===== src/rtl/lss_pkg.sv =====
// Shared types, field widths and step codes for the latency sample statistics block.
`timescale 1ns / 1ps

package lss_pkg;

	localparam int RTT_W = 24;
	localparam int CNT_W = 11;

	typedef logic [2:0] op_t;

	localparam op_t OP_DIV_SUM = 3'd0;
	localparam op_t OP_MUL_D   = 3'd1;
	localparam op_t OP_DIV_D   = 3'd2;
	localparam op_t OP_MUL_KB  = 3'd3;
	localparam op_t OP_MUL_RR  = 3'd4;
	localparam op_t OP_SQRT    = 3'd5;

	typedef struct packed {
		logic [RTT_W-1:0] rtt_us;
		logic             last_sample;
	} sample_t;

	typedef struct packed {
		logic [CNT_W-1:0] sample_count;
		logic [RTT_W-1:0] mean_rtt;
		logic [RTT_W-1:0] min_rtt;
		logic [RTT_W-1:0] max_rtt;
		logic [RTT_W-1:0] jitter_us;
		logic             overflowed;
	} result_t;

	typedef struct packed {
		logic load;
		logic acc;
		logic start;
		logic capture;
		logic emit;
		op_t  op;
	} ctrl_cmd_t;

	typedef struct packed {
		logic last;
		logic done;
		logic out_free;
	} ctrl_sts_t;

endpackage


===== src/rtl/lss_div.sv =====
// Restoring unsigned divider, one quotient bit per cycle.
`timescale 1ns / 1ps

module lss_div #(
	parameter int N_W = 58,
	parameter int D_W = 11
) (
	input  logic           clk,
	input  logic           arst_n,
	input  logic           start,
	input  logic [N_W-1:0] num,
	input  logic [D_W-1:0] den,
	output logic           done,
	output logic [N_W-1:0] quo,
	output logic [D_W-1:0] rem
);

	localparam int C_W = $clog2(N_W + 1);

	logic           busy_q;
	logic           done_q;
	logic [C_W-1:0] cnt_q;
	logic [N_W-1:0] quo_q;
	logic [D_W-1:0] rem_q;
	logic [D_W-1:0] den_q;
	logic [D_W:0]   trial;
	logic [D_W:0]   diff;
	logic           take;

	assign trial = {rem_q, quo_q[N_W-1]};
	assign take  = trial >= {1'b0, den_q};
	assign diff  = trial - {1'b0, den_q};

	always_ff @(posedge clk or negedge arst_n) begin
		if (!arst_n) begin
			busy_q <= 1'b0;
			done_q <= 1'b0;
			cnt_q  <= '0;
		end else begin
			done_q <= 1'b0;
			if (start) begin
				busy_q <= 1'b1;
				cnt_q  <= C_W'(N_W);
			end else if (busy_q) begin
				cnt_q <= cnt_q - C_W'(1);
				if (cnt_q == C_W'(1)) begin
					busy_q <= 1'b0;
					done_q <= 1'b1;
				end
			end
		end
	end

	always_ff @(posedge clk) begin
		if (start) begin
			quo_q <= num;
			rem_q <= '0;
			den_q <= den;
		end else if (busy_q) begin
			quo_q <= {quo_q[N_W-2:0], take};
			rem_q <= take ? diff[D_W-1:0] : trial[D_W-1:0];
		end
	end

	assign done = done_q;
	assign quo  = quo_q;
	assign rem  = rem_q;

endmodule


===== src/rtl/lss_mul.sv =====
// Shift-and-add unsigned multiplier, one multiplier bit per cycle.
`timescale 1ns / 1ps

module lss_mul #(
	parameter int A_W = 24,
	parameter int B_W = 35
) (
	input  logic               clk,
	input  logic               arst_n,
	input  logic               start,
	input  logic [A_W-1:0]     op_a,
	input  logic [B_W-1:0]     op_b,
	output logic               done,
	output logic [A_W+B_W-1:0] prod
);

	localparam int P_W = A_W + B_W;
	localparam int C_W = $clog2(A_W + 1);

	logic           busy_q;
	logic           done_q;
	logic [C_W-1:0] cnt_q;
	logic [A_W-1:0] a_q;
	logic [P_W-1:0] b_q;
	logic [P_W-1:0] acc_q;

	always_ff @(posedge clk or negedge arst_n) begin
		if (!arst_n) begin
			busy_q <= 1'b0;
			done_q <= 1'b0;
			cnt_q  <= '0;
		end else begin
			done_q <= 1'b0;
			if (start) begin
				busy_q <= 1'b1;
				cnt_q  <= C_W'(A_W);
			end else if (busy_q) begin
				cnt_q <= cnt_q - C_W'(1);
				if (cnt_q == C_W'(1)) begin
					busy_q <= 1'b0;
					done_q <= 1'b1;
				end
			end
		end
	end

	always_ff @(posedge clk) begin
		if (start) begin
			a_q   <= op_a;
			b_q   <= P_W'(op_b);
			acc_q <= '0;
		end else if (busy_q) begin
			if (a_q[0]) begin
				acc_q <= acc_q + b_q;
			end
			a_q <= a_q >> 1;
			b_q <= b_q << 1;
		end
	end

	assign done = done_q;
	assign prod = acc_q;

endmodule


===== src/rtl/lss_datapath.sv =====
// Accumulators, shared divide and multiply units, square root and result register.
`timescale 1ns / 1ps

module lss_datapath import lss_pkg::*; #(
	parameter int MAX_SAMPLES = 1024,
	parameter int RTT_BITS    = 24
) (
	input  logic      clk,
	input  logic      arst_n,
	input  sample_t   in_data,
	input  ctrl_cmd_t cmd,
	output ctrl_sts_t sts,
	input  logic      out_ready,
	output logic      out_valid,
	output result_t   out_data
);

	localparam int SW   = (RTT_BITS < RTT_W) ? RTT_BITS : RTT_W;
	localparam int CW   = $clog2(MAX_SAMPLES + 1);
	localparam int SUMW = SW + CW;
	localparam int SQW  = 2 * SW + CW;
	localparam int MA   = (SW > CW) ? SW : CW;
	localparam int MB   = SUMW + 1;
	localparam int PW   = MA + MB;
	localparam int VW   = SQW + (SQW % 2);

	logic [SW-1:0]   x_q;
	logic            last_q;
	logic [CW-1:0]   count_q;
	logic [SUMW-1:0] sum_q;
	logic [SQW-1:0]  sumsq_q;
	logic [SW-1:0]   min_q;
	logic [SW-1:0]   max_q;
	logic            ovf_q;
	logic [2*SW-1:0] sq;

	logic [SW-1:0]   q_q;
	logic [CW-1:0]   r_q;
	logic [SQW-1:0]  d_q;
	logic [SQW-1:0]  a_q;
	logic [CW-1:0]   b_q;
	logic [PW-1:0]   kb_q;
	logic [SQW-1:0]  var_q;

	logic [VW-1:0]   v_q;
	logic [VW-1:0]   res_q;
	logic [VW-1:0]   bit_q;
	logic [VW-1:0]   trial;
	logic            sqrt_busy_q;
	logic            sqrt_done_q;

	result_t         out_q;
	logic            out_valid_q;

	logic            div_start;
	logic [SQW-1:0]  div_num;
	logic            div_done;
	logic [SQW-1:0]  div_quo;
	logic [CW-1:0]   div_rem;
	logic            mul_start;
	logic [MA-1:0]   mul_a;
	logic [MB-1:0]   mul_b;
	logic            mul_done;
	logic [PW-1:0]   mul_prod;

	assign sq = x_q * x_q;

	always_comb begin
		div_start = 1'b0;
		div_num   = SQW'(sum_q);
		mul_start = 1'b0;
		mul_a     = MA'(q_q);
		mul_b     = MB'(sum_q) + MB'(r_q);
		case (cmd.op)
			OP_DIV_SUM: begin
				div_start = cmd.start;
			end
			OP_DIV_D: begin
				div_start = cmd.start;
				div_num   = d_q;
			end
			OP_MUL_D: begin
				mul_start = cmd.start;
			end
			OP_MUL_KB: begin
				mul_start = cmd.start;
				mul_a     = MA'(b_q);
				mul_b     = MB'(count_q);
			end
			OP_MUL_RR: begin
				mul_start = cmd.start;
				mul_a     = MA'(r_q);
				mul_b     = MB'(r_q);
			end
			default: begin
			end
		endcase
	end

	lss_div #(
		.N_W(SQW),
		.D_W(CW)
	) u_div (
		.clk   (clk),
		.arst_n(arst_n),
		.start (div_start),
		.num   (div_num),
		.den   (count_q),
		.done  (div_done),
		.quo   (div_quo),
		.rem   (div_rem)
	);

	lss_mul #(
		.A_W(MA),
		.B_W(MB)
	) u_mul (
		.clk   (clk),
		.arst_n(arst_n),
		.start (mul_start),
		.op_a  (mul_a),
		.op_b  (mul_b),
		.done  (mul_done),
		.prod  (mul_prod)
	);

	always_ff @(posedge clk or negedge arst_n) begin
		if (!arst_n) begin
			count_q     <= '0;
			sum_q       <= '0;
			sumsq_q     <= '0;
			min_q       <= '1;
			max_q       <= '0;
			ovf_q       <= 1'b0;
			out_valid_q <= 1'b0;
		end else begin
			if (cmd.acc) begin
				if (count_q == CW'(MAX_SAMPLES)) begin
					ovf_q <= 1'b1;
				end else begin
					count_q <= count_q + CW'(1);
					sum_q   <= sum_q + SUMW'(x_q);
					sumsq_q <= sumsq_q + SQW'(sq);
					if (x_q < min_q) begin
						min_q <= x_q;
					end
					if (x_q > max_q) begin
						max_q <= x_q;
					end
				end
			end
			if (cmd.emit) begin
				count_q     <= '0;
				sum_q       <= '0;
				sumsq_q     <= '0;
				min_q       <= '1;
				max_q       <= '0;
				ovf_q       <= 1'b0;
				out_valid_q <= 1'b1;
			end else if (out_ready) begin
				out_valid_q <= 1'b0;
			end
		end
	end

	always_ff @(posedge clk) begin
		if (cmd.load) begin
			x_q    <= in_data.rtt_us[SW-1:0];
			last_q <= in_data.last_sample;
		end
		if (cmd.capture) begin
			case (cmd.op)
				OP_DIV_SUM: begin
					q_q <= div_quo[SW-1:0];
					r_q <= div_rem;
				end
				OP_MUL_D: begin
					d_q <= sumsq_q - mul_prod[SQW-1:0];
				end
				OP_DIV_D: begin
					a_q <= div_quo;
					b_q <= div_rem;
				end
				OP_MUL_KB: begin
					kb_q <= mul_prod;
				end
				OP_MUL_RR: begin
					if (kb_q >= mul_prod || a_q == '0) begin
						var_q <= a_q;
					end else begin
						var_q <= a_q - SQW'(1);
					end
				end
				default: begin
				end
			endcase
		end
		if (cmd.emit) begin
			out_q.sample_count <= CNT_W'(count_q);
			out_q.mean_rtt     <= RTT_W'(q_q);
			out_q.min_rtt      <= RTT_W'(min_q);
			out_q.max_rtt      <= RTT_W'(max_q);
			out_q.jitter_us    <= RTT_W'(res_q);
			out_q.overflowed   <= ovf_q;
		end
	end

	assign trial = res_q + bit_q;

	always_ff @(posedge clk or negedge arst_n) begin
		if (!arst_n) begin
			sqrt_busy_q <= 1'b0;
			sqrt_done_q <= 1'b0;
		end else begin
			sqrt_done_q <= 1'b0;
			if (cmd.start && cmd.op == OP_SQRT) begin
				sqrt_busy_q <= 1'b1;
			end else if (sqrt_busy_q && bit_q[0]) begin
				sqrt_busy_q <= 1'b0;
				sqrt_done_q <= 1'b1;
			end
		end
	end

	always_ff @(posedge clk) begin
		if (cmd.start && cmd.op == OP_SQRT) begin
			v_q   <= VW'(var_q);
			res_q <= '0;
			bit_q <= {2'b01, {(VW-2){1'b0}}};
		end else if (sqrt_busy_q) begin
			if (v_q >= trial) begin
				v_q   <= v_q - trial;
				res_q <= (res_q >> 1) + bit_q;
			end else begin
				res_q <= res_q >> 1;
			end
			bit_q <= bit_q >> 2;
		end
	end

	assign sts.last     = last_q;
	assign sts.done     = div_done | mul_done | sqrt_done_q;
	assign sts.out_free = !out_valid_q || out_ready;

	assign out_valid = out_valid_q;
	assign out_data  = out_q;

endmodule


===== src/rtl/lss_ctrl.sv =====
// Controller state machine that sequences accumulation and the end-of-set steps.
`timescale 1ns / 1ps

module lss_ctrl import lss_pkg::*; (
	input  logic      clk,
	input  logic      arst_n,
	input  logic      in_valid,
	output logic      in_ready,
	output ctrl_cmd_t cmd,
	input  ctrl_sts_t sts
);

	localparam logic [2:0] S_IDLE  = 3'd0;
	localparam logic [2:0] S_ACC   = 3'd1;
	localparam logic [2:0] S_START = 3'd2;
	localparam logic [2:0] S_WAIT  = 3'd3;
	localparam logic [2:0] S_EMIT  = 3'd4;

	logic [2:0] state_q;
	logic [2:0] state_d;
	op_t        step_q;
	op_t        step_d;

	function automatic op_t next_step(input op_t cur);
		case (cur)
			OP_DIV_SUM: next_step = OP_MUL_D;
			OP_MUL_D:   next_step = OP_DIV_D;
			OP_DIV_D:   next_step = OP_MUL_KB;
			OP_MUL_KB:  next_step = OP_MUL_RR;
			OP_MUL_RR:  next_step = OP_SQRT;
			default:    next_step = OP_SQRT;
		endcase
	endfunction

	always_comb begin
		cmd      = '0;
		cmd.op   = step_q;
		in_ready = (state_q == S_IDLE);
		state_d  = state_q;
		step_d   = step_q;
		case (state_q)
			S_IDLE: begin
				if (in_valid) begin
					cmd.load = 1'b1;
					state_d  = S_ACC;
				end
			end
			S_ACC: begin
				cmd.acc = 1'b1;
				if (sts.last) begin
					step_d  = OP_DIV_SUM;
					state_d = S_START;
				end else begin
					state_d = S_IDLE;
				end
			end
			S_START: begin
				cmd.start = 1'b1;
				state_d   = S_WAIT;
			end
			S_WAIT: begin
				if (sts.done) begin
					cmd.capture = 1'b1;
					if (step_q == OP_SQRT) begin
						state_d = S_EMIT;
					end else begin
						step_d  = next_step(step_q);
						state_d = S_START;
					end
				end
			end
			S_EMIT: begin
				if (sts.out_free) begin
					cmd.emit = 1'b1;
					state_d  = S_IDLE;
				end
			end
			default: begin
				state_d = S_IDLE;
			end
		endcase
	end

	always_ff @(posedge clk or negedge arst_n) begin
		if (!arst_n) begin
			state_q <= S_IDLE;
			step_q  <= OP_DIV_SUM;
		end else begin
			state_q <= state_d;
			step_q  <= step_d;
		end
	end

endmodule


===== src/rtl/latency_sample_statistics.sv =====
// Top level of the latency sample statistics block: controller plus datapath.
//
//   channel   direction   handshake              beat payload
//   in        input       in_valid / in_ready    sample_t: rtt_us, last_sample
//   out       output      out_valid / out_ready  result_t: count, mean, min, max, jitter, flag
//
// A sample that does not end a set is accepted, then accumulated.
// The sample that ends a set is also run through the end-of-set steps on the serial divider,
// multiplier and square root, with SW = min(RTT_BITS,24), SQW = 2*SW + clog2(MAX_SAMPLES+1),
// VW = SQW made even and MA = max(SW, clog2(MAX_SAMPLES+1)) as the datapath widths.
// Reset clears all accumulators at once; no clearing pass follows it.
// A held result blocks the input only when the next set ends before that beat is taken.
`timescale 1ns / 1ps

module latency_sample_statistics import lss_pkg::*; #(
	parameter int MAX_SAMPLES = 1024,
	parameter int RTT_BITS    = 24
) (
	input  logic    clk,
	input  logic    arst_n,
	input  logic    in_valid,
	output logic    in_ready,
	input  sample_t in_data,
	output logic    out_valid,
	input  logic    out_ready,
	output result_t out_data
);

	ctrl_cmd_t cmd;
	ctrl_sts_t sts;

	lss_ctrl u_ctrl (
		.clk     (clk),
		.arst_n  (arst_n),
		.in_valid(in_valid),
		.in_ready(in_ready),
		.cmd     (cmd),
		.sts     (sts)
	);

	lss_datapath #(
		.MAX_SAMPLES(MAX_SAMPLES),
		.RTT_BITS   (RTT_BITS)
	) u_datapath (
		.clk      (clk),
		.arst_n   (arst_n),
		.in_data  (in_data),
		.cmd      (cmd),
		.sts      (sts),
		.out_ready(out_ready),
		.out_valid(out_valid),
		.out_data (out_data)
	);

endmodule

===== config.mk =====
export PLATFORM = sky130hd
export DESIGN_NAME = latency_sample_statistics
export DESIGN_NICKNAME = d
export VERILOG_FILES = /design/src/rtl/lss_pkg.sv /design/src/rtl/lss_div.sv /design/src/rtl/lss_mul.sv /design/src/rtl/lss_datapath.sv /design/src/rtl/lss_ctrl.sv /design/src/rtl/latency_sample_statistics.sv
export SDC_FILE = /design/constraint.sdc
export NUM_CORES = 2
export LEC_CHECK = 0
export ABC_AREA = 1
export BUFFER_PORTS_ARGS = -buffer_cell sky130_fd_sc_hd__buf_4
export CORE_MARGIN = 2
export CORE_UTILIZATION = 37
export CTS_BUF_LIST = sky130_fd_sc_hd__clkbuf_2 sky130_fd_sc_hd__clkbuf_4 sky130_fd_sc_hd__clkbuf_8
export DETAILED_ROUTE_END_ITERATION = 10
export GPL_TIMING_DRIVEN = 0
export PLACE_DENSITY = 0.48
export SYNTH_ARGS = -nofsm -noshare
export SYNTH_HDL_FRONTEND = slang
export SYNTH_SLANG_ARGS = --single-unit

===== constraint.sdc =====
create_clock -name clk -period 17.9 [get_ports clk]
set_input_delay 1.79 -clock clk [delete_from_list [all_inputs] [get_ports clk]]
set_output_delay 1.79 -clock clk [all_outputs]
set_load 0.05 [all_outputs]

# Word level (Yosys, flattened, before mapping)
# Cells that the tools add are included.
[word_totals] mem_count=0 mem_bits_ro=0 word_cells=195 latch_bits=0 ram_bits=0 reg_bits=969 input_bits=29 output_inout_bits=110
[op_classes] order_cmp=5 add_sub_neg=13 mul=1 reduce_logical=35 n_bitwise=2 n_mux=78 n_div=0 shift=0 eq_ne=18
[op_table] cell="$mux W59" count=10
[op_table] cell="$mux W24" count=10
[op_table] cell="$ge A60 B60 Y1" count=2
[op_table] cell="$mux W35" count=3
[op_table] cell="$mux W36" count=2
[op_table] cell="$pmux W36 S2" count=1
[op_table] cell="$add A59 B59 Y60" count=1
[op_table] cell="$add A60 B59 Y60" count=1
[op_table] cell="$add A60 B60 Y60" count=1
[op_table] cell="$mux W60" count=1
[op_table] cell="$sub A60 B60 Y60" count=1
[op_table] cell="$add A59 B48 Y59" count=1
[op_table] cell="$logic_not A59 Y1" count=1
[op_table] cell="$sub A59 B1 Y59 const B" count=1
[op_table] cell="$sub A59 B59 Y59" count=1
[op_table] cell="$mul A24 B24 Y48" count=1
[op_table] cell="$pmux W24 S2" count=1
[op_table] cell="$mux W11" count=4
[op_table] cell="$add A35 B11 Y36" count=1
[op_table] cell="$add A35 B24 Y35" count=1
[op_table] cell="$mux W1" count=31
[op_table] cell="$gt A24 B24 Y1" count=1
[op_table] cell="$lt A24 B24 Y1" count=1
[op_table] cell="$reduce_bool A2 Y1" count=11
[op_table] cell="30 further kinds" count=63

# Longest topological paths before layout
[logic_depth] ltp_word=6 depth_mapped=32 depth_no_buf=30

# Hierarchy
# From an unflattened synthesis, not the netlist that was laid out.
[hier_totals] cells_unflattened=11729 area_unflattened_um2=85279.3
[modules_own_cells] module="lss_datapath" seq_area_each_um2=20044.2 cells_per_inst=9326 area_per_inst_um2=69135.1 instances=1
[modules_own_cells] module="lss_mul" seq_area_each_um2=3658.5 cells_per_inst=1822 area_per_inst_um2=11230.8 instances=1
[modules_own_cells] module="lss_div" seq_area_each_um2=2522.4 cells_per_inst=519 area_per_inst_um2=4514.3 instances=1
[modules_own_cells] module="lss_ctrl" seq_area_each_um2=150.1 cells_per_inst=62 area_per_inst_um2=399.1 instances=1

# Least setup slack after synthesis
# OpenSTA, ideal clock, no wires.
[synth_path] path_kind="flip-flop to flip-flop" start="register u_datapath.x_q[21]" end="register u_datapath.sumsq_q[45]" synth_period_minus_slack_ns=6.347 setup_ns=0.132 required_ns=17.768 stages_incl_launch_ff=28 n_path_buf=2 setup_slack_ns=11.553 t_arrival_ns=6.215 cell_sequence="edfxtp_1 clkbuf_1 buf_1 nand2_1 fa_1 inv_1 fa_1 inv_1 fa_1 fa_1 inv_1 fa_1 fa_1 inv_1 fa_1 inv_1 ha_1 nand2_1 nor2_1 inv_1 nor3_1 inv_1 o21ai_0 nand2_1 nand3_1 nand2_1 nand2_1 o22ai_1"
[synth_between] elab_chain_len=5
[synth_rtl] element="start: declaration" line="lss_datapath.sv:27" rtl="logic [SW-1:0] x_q;"
[synth_rtl] element="start signal: assignment" line="lss_datapath.sv:168" rtl="x_q <= in_data.rtt_us[SW-1:0];"
[synth_rtl] element="$mul A24 B24 Y48" line="lss_datapath.sv:66" rtl="assign sq = x_q * x_q;"
[synth_rtl] element="$add A59 B48 Y59" line="lss_datapath.sv:143" rtl="sumsq_q <= sumsq_q + SQW'(sq);"
[synth_rtl] element="$mux W59" line="lss_datapath.sv:138" rtl="if (count_q == CW'(MAX_SAMPLES)) begin"
[synth_rtl] element="$mux W59" line="lss_datapath.sv:137" rtl="if (cmd.acc) begin"
[synth_rtl] element="$mux W59" line="lss_datapath.sv:152" rtl="if (cmd.emit) begin"
[synth_rtl] element="end signal: assignment" line="lss_datapath.sv:143"
[synth_rtl] element="end: declaration" line="lss_datapath.sv:31" rtl="logic [SQW-1:0] sumsq_q;"
# Every way passes these cells. The select of a mux whose other input is x is not followed.
# A chain may end at the register's enable or synchronous reset.

# Worst setup path in the final report
[layout_path] start="register u_datapath.x_q[12]" end="register u_datapath.sumsq_q[54]"
# Same word-level chain as after synthesis.

==> results_dict.tcl <==
set metrics [dict create \
    status "finished with violations" \
    violations "capacitance limit, slew limit" \
    wl_per_cell_um 23.23 \
    yosys_warnings 0 \
    drt_wl_total_um 339600 \
    grt_max_degree 81 \
    reg2reg_from "u_datapath.x_q[12]" \
    cts_hold_buf 0 \
    maxCapViolations 1 \
    dieArea_um2 228600 \
    cts_resized 0 \
    slew_violations 11 \
    synthDistinctLibCells 70 \
    reg2regPathDepth 28 \
    multi_input_area_um2 48290 \
    worst_setup_path_start_kind "flip-flop" \
    crit_top_cell "fa_1" \
    period_share_pct 50.95 \
    finalCriticalPeriod_ns 9.121 \
    grt_pass1_vias 73373 \
    p_per_area_nw_per_um2 52.36 \
    cts_setup_buffers 0 \
    yosys_register_bits 969 \
    ant_nets 0 \
    cts_buffers 187 \
    overflow 0 \
    cp_top_family "adder cells" \
    crit_arrival_ns 9.97 \
    ir_worst_vdd_mv 0.06612 \
    drc 0 \
    root_buffer "clkbuf_8" \
    hold_class "reg2reg" \
    vias 75692 \
    htree_levels 4 \
    io_pins 139 \
    path_clk_slew_ns 0.07 \
    p_leak_nw 42.35 \
    grt_pass1_wl_um 492800 \
    syn_nets 12201 \
    register_area_um2 26380 \
    dp_cells 14261 \
    die_w_um 478.1 \
    cp.depth 28 \
    timing.fmax_mhz 109.6 \
    grt_use_total_pct 29.25 \
    critPathSlowestCell "edfxtp_1" \
    clk_path_buf_depth 3 \
    hold_violations 0 \
    min-delay-start "u_datapath.u_div.quo[24]" \
    final_common_cell "nand2_1" \
    setup.worst_path.start "u_datapath.x_q[12]" \
    fin_skew_ns 0.08041 \
    synthArstFlopShare_pct 18.37 \
    r2r-end "u_datapath.sumsq_q[54]" \
    crit_end "u_datapath.sumsq_q[54]" \
    critPathMaxStageDelay_ns 0.92 \
    crit_path_end_kind "flip-flop" \
    finalNonFillerCells 14622 \
    port-buffer-count 138 \
    fin_nets 12550 \
    first_pass_iters 7 \
    fin_setup_tns_ns 0 \
    die_h_um 478.1 \
    critPathKind "reg2reg" \
    rows 174 \
    first_iter_violations 6451 \
    setup-violations-final 0 \
    rsz0062_at_grt "no" \
    place_hpwl_um 283000 \
    start_util_pct 37.12 \
    mostFrequentLayoutCells "nand2_1 (2900), inv_1 (1945), nor2_1 (1095)" \
    regToRegSetupSlack_ns 8.78 \
    synthFlopType "edfxtp_1" \
    syn_to_final_growth_pct 11.40 \
    routed_via_density 5.177 \
    synth_seq_area_share_pct 31.72 \
    cp.required_ns 18.74 \
    syn_area_per_cell_um2 7.486 \
    synth_edf_count 605 \
    cts_tree "done" \
    syn_inst 11109 \
    num-fill-cells 23524 \
    gp_congestion 0.9900 \
    worst-path-buf-inv 8 \
    drive_gt1_share_pct 6.023 \
    worst_slew_pin_slew_ns 1.521 \
    slew_headroom_pct -1.410 \
    clk_latency_ns 0.95 \
    antenna_found_initial 17 \
    core_area_um2 224000 \
    critical_path.max_fanout 10 \
    clkSinkCount 969 \
    syn_area_um2 83160 \
]
[Yosys cell counts, types with 8 or more instances]
master | instances | area (µm²)
nand3_1 | 682 | 3413
xnor2_1 | 93 | 814.5
nand2_2 | 8 | 50.05
o31ai_1 | 8 | 60.06
xor2_1 | 163 | 1428
dfstp_2 | 24 | 630.6
a21o_1 | 32 | 240.2
o21bai_1 | 63 | 473.0
nand2_1 | 2902 | 10890
or2_2 | 19 | 118.9
o22ai_1 | 18 | 112.6
inv_1 | 1947 | 7308
a22o_1 | 15 | 131.4
a21boi_0 | 21 | 157.7
o211ai_1 | 20 | 150.1
nand3b_1 | 32 | 240.2
inv_2 | 15 | 56.30
o21a_1 | 23 | 172.7
nor4_1 | 29 | 181.4
edfxtp_1 | 605 | 18170
nor2_2 | 13 | 81.33
a31oi_1 | 30 | 187.7
nor3_1 | 119 | 595.6
clkbuf_1 | 170 | 638.1
a21oi_1 | 776 | 3884
dfrtp_1 | 154 | 3854
nand4_1 | 92 | 575.6
ha_1 | 583 | 7295
buf_2 | 74 | 370.4
buf_1 | 16 | 60.06
a41oi_1 | 11 | 96.34
nor2_1 | 1098 | 4121
fa_1 | 480 | 9609
o21ai_1 | 14 | 70.07
o21ai_0 | 489 | 2447
dfxtp_1 | 186 | 3724
[metrics by stage]
stage | area (µm²) | hold slack [ns] | power, mW | setup WS (ns) | util (%)
floorplan | 83160 | 0.4249 | 2.398 | 11.55 | -
global placement | 87940 | 0.4374 | 2.413 | 8.923 | 39.25
detailed placement | 88420 | 0.4407 | 2.415 | 8.956 | 39.47
CTS | 92620 | 0.4271 | 4.916 | 8.863 | 41.34
global route | 92630 | 0.4331 | 5.017 | 8.532 | 41.35
finish | 92640 | 0.4479 | 4.851 | 8.779 | 41.35
[how the worst min path moves through the flow]
stage / endpoint / depth (start not counted) / slack, ns
after floorplan: u_datapath.out_data[0] / 0 / 0.42
after global placement: u_datapath.out_data[90] / 0 / 0.44
after detailed placement: u_datapath.a_q[57] / 0 / 0.44
after CTS: u_datapath.a_q[24] / 0 / 0.43
after global routing: u_datapath.a_q[24] / 0 / 0.43
final: u_datapath.a_q[24] / 0 / 0.45
[registers in the layout, summed over array words and instances, names as in the netlist, 6 cells and up]
name and flops:
u_datapath.max_q 24, u_datapath.res_q 60, u_datapath.out_data 108, u_datapath.u_mul.prod 60
u_datapath.u_mul.a_q 24, u_datapath.q_q 24, u_datapath.d_q 59, u_datapath.var_q 59
u_datapath.u_div.quo 59, u_datapath.x_q 24, u_datapath.u_div.rem 11, u_datapath.a_q 59
u_datapath.sumsq_q 59, u_datapath.r_q 11, u_datapath.u_div.den_q 11, u_datapath.kb_q 60
u_datapath.u_mul.b_q 60, u_datapath.count_q 11, u_datapath.v_q 60, u_datapath.sum_q 35
u_datapath.min_q 24, u_datapath.b_q 11, u_datapath.u_div.cnt_q 6, u_datapath.bit_q 30
[worst register-to-register path: cells and delay by family, from the launching register on]
family / cells / cell delay, ns
adders and majority gates: 8 / 4.07
buffers and inverters: 8 / 2.08
DFF: 1 / 0.92
and+or+nand+nor: 12 / 1.94
[logic make-up (layout without fill, tap and decap cells)]
logic type,after synthesis,after routing,share of synthesized area [%]
multiplexers,3,3,0.03761
AO/OA/AOI/OAI,1553,1553,10.19
AND/OR/NAND/NOR,5028,5028,24.74
flip-flops,969,969,31.72
XOR/XNOR,256,256,2.696
adder cells (fa/ha/maj),1063,1063,20.33
buffers and inverters,2237,2750,10.29
other,0,8,0
[report_power, final]
part                   switching [mW]  internal [mW]
Combinational                  0.0109        0.00523
Sequential     0.00000000000000000246           2.35
Clock                            1.10           1.38
[metal layers]
layer	vias to the layer above	part of all wire (%)	global-route usage, %	wire length [µm]
met1	36590	45	40.20	151700
met5	-	0	0	0
met4	0	3.7	9.847	12620
met2	2387	46	47.71	156600
met3	443	5.5	3.365	18670
li1	36272	-	-	-
[cell type report]
class | count | area share, %
multi-input combinational | 7903 | 52.13
sequential | 969 | 28.47
inverter | 1965 | 7.967
tap | 2992 | 4.041
clock buffer | 284 | 3.848
timing repair buffer | 160 | 1.552
buffer | 272 | 1.280
clock inverter | 69 | 0.6888
antenna | 8 | 0.02161
No activity file was read; power rests on OpenSTA's default activity.
